--- config.mk ---
export PLATFORM = sky130hd
export DESIGN_NAME = week_number_from_date
export DESIGN_NICKNAME = d
export VERILOG_FILES = /design/src/rtl/wnd_pkg.sv /design/src/rtl/week_number_from_date.sv
export VERILOG_INCLUDE_DIRS = /design/src /design/src/rtl
export SDC_FILE = /design/constraint.sdc
export NUM_CORES = 2
export LEC_CHECK = 0
export BUFFER_PORTS_ARGS = -buffer_cell sky130_fd_sc_hd__buf_2
export CORE_MARGIN = 2
export CORE_UTILIZATION = 30
export CTS_BUF_LIST = sky130_fd_sc_hd__clkbuf_8
export DETAILED_ROUTE_END_ITERATION = 16
export PLACE_DENSITY = 0.5
export RECOVER_POWER = 50
export SYNTH_ARGS = -nofsm -noshare
export SYNTH_HDL_FRONTEND = slang
export SYNTH_SLANG_ARGS = --single-unit
--- constraint.sdc ---
create_clock -name clk -period 8.2 [get_ports clk]
set_clock_uncertainty 0.1 [all_clocks]
set_input_delay 1.64 -clock clk [delete_from_list [all_inputs] [get_ports clk]]
set_output_delay 1.64 -clock clk [all_outputs]
set_load 0.05 [all_outputs]
--- src/rtl/assert_macros.svh ---
// Assertion macros shared by the RTL files.
`ifndef ASSERT_MACROS_SVH
`define ASSERT_MACROS_SVH
`ifndef SYNTH
`define ASSERT_PROP(lbl, prop) \
  lbl: assert property (@(posedge clk) disable iff (!rst_n) prop) \
    else $error("assertion failed");
`define ASSERT_NEXT(lbl, pre, post) \
  lbl: assert property (@(posedge clk) disable iff (!rst_n) (pre) |=> (post)) \
    else $error("assertion failed");
`else
`define ASSERT_PROP(lbl, prop)
`define ASSERT_NEXT(lbl, pre, post)
`endif
`endif

--- src/rtl/wnd_pkg.sv ---
// Types, constants and the month table of the week number block.
package wnd_pkg;

  localparam logic [22:0] JDN_EPOCH = 23'd1721119;
  localparam logic [22:0] JAN1_BASE = 23'd1721426;
  localparam logic [22:0] JAN1_YEAR0 = 23'd1721060;
  localparam logic [22:0] JAN1_YEARM1 = 23'd1720695;
  localparam logic [22:0] DAYS_PER_YEAR = 23'd365;

  localparam logic [12:0] RECIP_100 = 13'd5243;
  localparam logic [24:0] RECIP_7 = 25'd19173962;
  localparam logic [11:0] RECIP_7_SHORT = 12'd2341;

  localparam logic [3:0] OFS_ISO = 4'd10;
  localparam logic [3:0] OFS_SUNDAY = 4'd12;
  localparam logic [3:0] OFS_MONDAY = 4'd13;

  localparam logic [22:0] MIN_WEEK_DIFF = 23'd7;

  localparam logic [3:0] MONTH_MARCH = 4'd3;
  localparam logic [3:0] MONTH_OVER = 4'd15;

  localparam logic REG_WEEK1_HAS_JAN1 = 1'b0;
  localparam logic REG_START_MONDAY = 1'b1;

  localparam logic [1:0] LANE_PREV = 2'd1;
  localparam logic [1:0] LANE_SAME = 2'd2;
  localparam logic [1:0] LANE_NEXT = 2'd3;

  typedef logic [14:0] year_idx_t;

  typedef struct packed {
    logic [1:0]        sel;
    logic signed [9:0] term;
    logic [5:0]        day;
    logic              yzero;
    logic              yone;
  } date_ctl_t;

  // days from March 1 to the first of the month, with year zero Jan/Feb special
  function automatic logic signed [9:0] month_term(input logic [3:0] month,
                                                   input logic yzero);
    logic signed [9:0] res;
    case (month)
      4'd0:    res = yzero ? -10'sd91 : 10'sd275;
      4'd1:    res = yzero ? -10'sd60 : 10'sd306;
      4'd2:    res = yzero ? -10'sd29 : 10'sd337;
      4'd3:    res = 10'sd0;
      4'd4:    res = 10'sd31;
      4'd5:    res = 10'sd61;
      4'd6:    res = 10'sd92;
      4'd7:    res = 10'sd122;
      4'd8:    res = 10'sd153;
      4'd9:    res = 10'sd184;
      4'd10:   res = 10'sd214;
      4'd11:   res = 10'sd245;
      4'd12:   res = 10'sd275;
      4'd13:   res = 10'sd306;
      4'd14:   res = 10'sd337;
      default: res = 10'sd0;
    endcase
    return res;
  endfunction

endpackage

--- src/rtl/week_number_from_date.sv ---
// Week number and Julian day number of a Gregorian date, pipelined top level.
//
// Input channel: drive in_day, in_month and in_year with start high; the
// word is taken at a rising edge where start is high and busy is low. busy
// stays low, so a new date may be given in every cycle.
// Result channel: out_valid is high for one cycle with out_week_number and
// out_julian_day of each date taken, once it has passed the register stages
// below. Throughput is one date per cycle.
// The latency is set by eight register stages: year split, divide-by-100
// products, year day counts, day numbers, divide-by-7 product, week anchor,
// candidate select and the final divide-by-7 product.
// Configuration: APB registers week1_has_jan1 at 0 and start_monday at 4,
// which the user must write only while no date is in flight (unchecked).
// Reset clears the pipeline valid bits and loads the register defaults.
// The receiver cannot stall: each result is shown once and then dropped.
`include "assert_macros.svh"

module week_number_from_date
  import wnd_pkg::*;
(
  input  logic        clk,
  input  logic        rst_n,
  input  logic        psel,
  input  logic        penable,
  input  logic        pwrite,
  input  logic [2:0]  paddr,
  input  logic [31:0] pwdata,
  output logic [31:0] prdata,
  output logic        pready,
  input  logic        start,
  output logic        busy,
  input  logic [5:0]  in_day,
  input  logic [3:0]  in_month,
  input  logic [13:0] in_year,
  output logic        out_valid,
  output logic [5:0]  out_week_number,
  output logic [22:0] out_julian_day
);

  logic        week1_has_jan1_r;
  logic        start_monday_r;
  logic        cfg_wr;
  logic        accept;

  logic [6:0]  stage_v_r;
  logic [6:0]  stage_v_nxt;
  logic        out_valid_r;

  year_idx_t   k_nxt [4];
  year_idx_t   k1_r [4];
  year_idx_t   k2_r [4];
  date_ctl_t   ctl_nxt;
  date_ctl_t   ctl1_r;
  date_ctl_t   ctl2_r;
  date_ctl_t   ctl3_r;

  logic [27:0] prod_a [4];
  logic [25:0] prod_b [4];
  logic [7:0]  q100_nxt [4];
  logic [5:0]  q400_nxt [4];
  logic [7:0]  q100_r [4];
  logic [5:0]  q400_r [4];

  logic [22:0] f_nxt [4];
  logic [22:0] f_r [4];

  logic [22:0] jd_nxt;
  logic [22:0] jn_nxt;
  logic [22:0] js_nxt;
  logic [22:0] jp_nxt;
  logic [22:0] jd4_r;
  logic [22:0] jn4_r;
  logic [22:0] js4_r;
  logic [22:0] jp4_r;

  logic [47:0] prod7;
  logic [20:0] q7_nxt;
  logic [20:0] q7_r;
  logic [22:0] jd5_r;
  logic [22:0] jn5_r;
  logic [22:0] js5_r;
  logic [22:0] jp5_r;

  logic [3:0]  offset;
  logic [22:0] anchor_nxt;
  logic [22:0] anchor_r;
  logic [22:0] jd6_r;
  logic [22:0] jn6_r;
  logic [22:0] js6_r;
  logic [22:0] jp6_r;

  logic [23:0] dn;
  logic [23:0] ds;
  logic [23:0] dp;
  logic [10:0] diff_nxt;
  logic [10:0] diff_r;
  logic [22:0] jd7_r;

  logic [22:0] prod_w;
  logic [5:0]  week_nxt;
  logic [5:0]  week_r;
  logic [22:0] jd_out_r;

  assign pready = 1'b1;
  assign busy   = 1'b0;
  assign accept = start && !busy;
  assign cfg_wr = psel && penable && pwrite && pready;

  always_ff @(posedge clk) begin
    if (!rst_n) begin
      week1_has_jan1_r <= 1'b0;
      start_monday_r   <= 1'b1;
    end else if (cfg_wr) begin
      case (paddr[2])
        REG_WEEK1_HAS_JAN1: week1_has_jan1_r <= pwdata[0];
        REG_START_MONDAY:   start_monday_r   <= pwdata[0];
        default: ;
      endcase
    end
  end

  always_comb begin
    prdata = '0;
    case (paddr[2])
      REG_WEEK1_HAS_JAN1: prdata[0] = week1_has_jan1_r;
      REG_START_MONDAY:   prdata[0] = start_monday_r;
      default: ;
    endcase
  end

  // stage 1: split the year into lanes y-2 .. y+1 and pick the month term
  always_comb begin
    for (int i = 0; i < 4; i++) begin
      if ({1'b0, in_year} + 15'(i) < 15'd2) begin
        k_nxt[i] = '0;
      end else begin
        k_nxt[i] = {1'b0, in_year} + 15'(i) - 15'd2;
      end
    end
    if (in_month == MONTH_OVER) begin
      ctl_nxt.sel = LANE_NEXT;
    end else if (in_month >= MONTH_MARCH) begin
      ctl_nxt.sel = LANE_SAME;
    end else begin
      ctl_nxt.sel = LANE_PREV;
    end
    ctl_nxt.term  = month_term(in_month, in_year == 14'd0);
    ctl_nxt.day   = in_day;
    ctl_nxt.yzero = (in_year == 14'd0);
    ctl_nxt.yone  = (in_year == 14'd1);
  end

  // stage 2: divide each lane by 100 and 400
  always_comb begin
    for (int i = 0; i < 4; i++) begin
      prod_a[i]   = 28'(k1_r[i]) * 28'(RECIP_100);
      prod_b[i]   = 26'(k1_r[i][14:2]) * 26'(RECIP_100);
      q100_nxt[i] = prod_a[i][26:19];
      q400_nxt[i] = prod_b[i][24:19];
    end
  end

  // stage 3: days before each lane's year
  always_comb begin
    for (int i = 0; i < 4; i++) begin
      f_nxt[i] = 23'(k2_r[i]) * DAYS_PER_YEAR + 23'(k2_r[i][14:2])
                 - 23'(q100_r[i]) + 23'(q400_r[i]);
    end
  end

  // stage 4: day number of the date and of January 1 of three years
  always_comb begin
    jd_nxt = f_r[ctl3_r.sel] + {{13{ctl3_r.term[9]}}, ctl3_r.term}
             + 23'(ctl3_r.day) + JDN_EPOCH;
    jn_nxt = f_r[2] + JAN1_BASE;
    js_nxt = ctl3_r.yzero ? JAN1_YEAR0 : f_r[1] + JAN1_BASE;
    if (ctl3_r.yzero) begin
      jp_nxt = JAN1_YEARM1;
    end else if (ctl3_r.yone) begin
      jp_nxt = JAN1_YEAR0;
    end else begin
      jp_nxt = f_r[0] + JAN1_BASE;
    end
  end

  // stage 5: day number divided by 7
  assign prod7  = 48'(jd4_r) * 48'(RECIP_7);
  assign q7_nxt = prod7[47:27];

  // stage 6: week anchor
  always_comb begin
    if (!week1_has_jan1_r) begin
      offset = OFS_ISO;
    end else if (start_monday_r) begin
      offset = OFS_MONDAY;
    end else begin
      offset = OFS_SUNDAY;
    end
    anchor_nxt = 23'({q7_r, 3'b000}) - 23'(q7_r) + 23'(offset);
  end

  // stage 7: first year whose January 1 lies a full week before the anchor
  always_comb begin
    dn = {1'b0, anchor_r} - {1'b0, jn6_r};
    ds = {1'b0, anchor_r} - {1'b0, js6_r};
    dp = {1'b0, anchor_r} - {1'b0, jp6_r};
    if (!dn[23] && dn[22:0] >= MIN_WEEK_DIFF) begin
      diff_nxt = dn[10:0];
    end else if (!ds[23] && ds[22:0] >= MIN_WEEK_DIFF) begin
      diff_nxt = ds[10:0];
    end else begin
      diff_nxt = dp[10:0];
    end
  end

  // stage 8: week count
  assign prod_w   = 23'(diff_r) * 23'(RECIP_7_SHORT);
  assign week_nxt = prod_w[19:14];

  assign stage_v_nxt = {stage_v_r[5:0], accept};

  always_ff @(posedge clk) begin
    if (!rst_n) begin
      stage_v_r   <= '0;
      out_valid_r <= 1'b0;
    end else begin
      stage_v_r   <= stage_v_nxt;
      out_valid_r <= stage_v_r[6];
    end
  end

  always_ff @(posedge clk) begin
    for (int i = 0; i < 4; i++) begin
      k1_r[i]   <= k_nxt[i];
      k2_r[i]   <= k1_r[i];
      q100_r[i] <= q100_nxt[i];
      q400_r[i] <= q400_nxt[i];
      f_r[i]    <= f_nxt[i];
    end
    ctl1_r   <= ctl_nxt;
    ctl2_r   <= ctl1_r;
    ctl3_r   <= ctl2_r;
    jd4_r    <= jd_nxt;
    jn4_r    <= jn_nxt;
    js4_r    <= js_nxt;
    jp4_r    <= jp_nxt;
    q7_r     <= q7_nxt;
    jd5_r    <= jd4_r;
    jn5_r    <= jn4_r;
    js5_r    <= js4_r;
    jp5_r    <= jp4_r;
    anchor_r <= anchor_nxt;
    jd6_r    <= jd5_r;
    jn6_r    <= jn5_r;
    js6_r    <= js5_r;
    jp6_r    <= jp5_r;
    diff_r   <= diff_nxt;
    jd7_r    <= jd6_r;
    week_r   <= week_nxt;
    jd_out_r <= jd7_r;
  end

  assign out_valid       = out_valid_r;
  assign out_week_number = week_r;
  assign out_julian_day  = jd_out_r;

  `ASSERT_PROP(a_latency, (start && !busy) |-> ##8 out_valid)
  `ASSERT_PROP(a_no_extra, !(start && !busy) |-> ##8 !out_valid)
  `ASSERT_PROP(a_week_nonzero, out_valid |-> out_week_number != 6'd0)
  `ASSERT_NEXT(a_cfg_week1, cfg_wr && paddr[2] == REG_WEEK1_HAS_JAN1, week1_has_jan1_r == $past(pwdata[0]))

endmodule
==> out/metrics.cfg <==
[status]
status=completed

[detailed_routing]
avgViaCountPerCell=4.34
drt_iter0_markers=1621
ant_nets=0
dr.pass1.iters=5
drc=0
vias=41100
avgRoutedWirePerCell_um=15.2
drt_wl_total_um=144000

[setup_path]
cp-end-kind=flip-flop
crit_type=reg -> reg
cp_cell_sequence=ha_1 > ha_1 > inv_1 > fa_1 > inv_1 > fa_1 > inv_1 > fa_1 > inv_1 > fa_1 > ha_1 > nand3_1 > or3b_2 > a211oi_1 > o21ai_0 > a21oi_1 > o21ai_0 > a31oi_1 > a21o_1 > a21oi_1 > xnor2_1
critPathMaxStageDelay_ns=0.64
worstPathRequired_ns=8.79
critical_path_arrival_ns=7.38
cpLargestDelayFamily=adder cells
rr_worst_depth=21
path_max_fanout=4
startpoint_type=flip-flop
slowest_stage=fa_1
critPathBufInv=4
crit_cells=21

[synth]
synth_fa_ha_area_frac=0.492
synthSimpleGateAreaFrac=0.0658
ys_types=79
synth_top_area_share=0.247
synth_area_leaders=fa_1 25%, ha_1 25%, dfxtp_1 21%, inv_1 9.2%, xnor2_1 3.3%
synth_area_leader_cell=fa_1
synthXorXnorAreaFrac=0.0459
synth_mux_area_frac=0.0103
avgSynthCellArea_um2=10.1
synth-edff-count=0
synth_compound_area_frac=0.0740
yosysWarnings=0
netlist_area_mm2=0.0646
syn-instance-count=6392
synth_top_family_by_area=adder cells
ys_seq_area_frac=0.212
synth_flop_cell=dfxtp_1
synth_seq_cells=685
synthArstFlopShare=0

[layout]
layout_commonest_cell=inv_1
drive_gt1_frac=0.0473
final_cell_mix=1,596 x inv_1, 1,265 x ha_1, 797 x fa_1, 685 x dfxtp_1, 261 x nor2_1
ff_latch_area_mm2=0.0137
area_growth_pct=9.72
multi_input_area_mm2=0.0446
final_net_count=8635
fillCellCount=21900

[clock_network]
clkSlewWorstSetupHoldPaths_ns=0.06
root_buffer=clkbuf_8
cts_buffers=111
clk_latency_ns=0.83
cts_setup_buffers=0
cts.sinks=685
cts_buffer_depth=3
post_cts_resized=0
ctsHoldBuffers=0
htree_num_levels=3
cts_tree=done

[die]
rows=170
die_x_um=468
core_mm2=0.214
initial_utilization=0.301
die_h_um=468
die_area_mm2=0.219
num_io_pins=129

[sta]
setup_viol=0
finalMaxSlewViolations=0
rsz0062_at_grt=false
fin_crit_sh=0.828
max-slew-margin-rel=0.331
setup_tns_ns=0
worst_pin_slew_ns=1.00
min_period_ns=6.79
finalHoldViolCount=0
clock.fmax_mhz=147

[placed_design]
place_congestion=0.860
hpwl_um=124000
io_buffers=62

[grt]
antenna_found_initial=21
grt_max_degree=34
grt_pass1_wl_um=236000
gr-total-overflow=0
grt_pass1_vias=44100
grt_usage=0.135

[min_path]
hp-class=reg -> reg
hold_depth=0

[job]
drv_cap=0

==> cell type report <==
| class | instances | share of cell area |
|---|---|---|
| Sequential cell | 685 | 0.194 |
| Inverter | 1577 | 0.0836 |
| Clock inverter | 66 | 0.0115 |
| Multi-Input combinational cell | 4067 | 0.629 |
| Tap cell | 2838 | 0.0501 |
| Clock buffer | 139 | 0.0270 |
| Antenna cell | 12 | 0.000424 |
| Timing Repair Buffer | 66 | 0.00466 |
==> final timing paths <==
kind / startpoint / endpoint / slack [ns]
worst max-delay path: jd4_r[4] / q7_r[19] / 1.41
worst min-delay path: jp5_r[8] / jp6_r[8] / 0.20
worst max register to register: jd4_r[4] / q7_r[19] / 1.41
worst min register to register: jp5_r[8] / jp6_r[8] / 0.20
==> synth_stat cells (all sizes together) (23+ instances only) <==
master / number
a211oi: 23
a21o: 101
a21oi: 187
a31oi: 34
and2: 30
and3: 44
buf: 42
clkbuf: 52
dfxtp: 685
fa: 797
ha: 1265
inv: 1577
mux4: 24
nand2: 160
nand2b: 42
nand3: 83
nand4: 32
nor2: 261
nor2b: 30
nor3: 81
o21a: 34
o21ai: 160
o21bai: 30
xnor2: 240
xor2: 98
==> worst reg2reg max path: cells and delay by family (launching register included) <==
family | cells | cell delay (ns)
AOI/OAI and AO/OA | 7 | 1.98
xor gates and xnor gates | 1 | 0.13
adders and majority gates | 7 | 3.11
buffers and inverters | 4 | 0.26
DFF | 1 | 0.51
and+or+nand+nor | 2 | 0.55
==> registers in the layout (all words and copies together) (netlist names), 18 cells and up, named ones only <==
signal / count
anchor_r: 23
ctl1_r: 20
ctl2_r: 20
ctl3_r: 18
f_r: 92
jd4_r: 23
jd5_r: 23
jd6_r: 23
jd7_r: 23
jn4_r: 23
jn5_r: 23
jn6_r: 23
js4_r: 23
js5_r: 23
js6_r: 23
k1_r: 60
k2_r: 60
out_julian_day: 23
q100_r: 32
q400_r: 24
q7_r: 21
==> cell families after synthesis <==
logic type               count (synthesis)
adder cells (fa/ha/maj)               2062
buffers and inverters                 1671
AND/OR/NAND/NOR                        865
AO/OA/AOI/OAI                          733
flip-flops                             685
XOR/XNOR                               338
multiplexers                            36
other                                    2
==> routing by layer <==
layer / up-vias / global-route usage / wire length [um]
met1: 19700 / 0.183 / 69400
met2: 527 / 0.224 / 65500
li1: 20600 / - / -
met3: 179 / 0.0194 / 4940
met5: - / 0 / 98
met4: 18 / 0.0329 / 3560
==> through the flow <==
stage | util | hold WS (ns) | std cells | setup WS, ns | cell area, um2
after detailed placement | 0.318 | 0.212 | 9233 | 1.46 | 68100
after global placement | 0.318 | 0.210 | 9233 | 1.46 | 68100
after CTS | 0.331 | 0.189 | 9438 | 1.41 | 70800
final | 0.331 | 0.198 | 9450 | 1.41 | 70800
after global routing | 0.331 | 0.201 | 9446 | 1.11 | 70800
after floorplan | - | 0.210 | 6423 | 2.52 | 64700
Power is left out: the tool's default activity adds up to more than one toggle a clock period on the data nets, which glitch-free logic cannot reach.
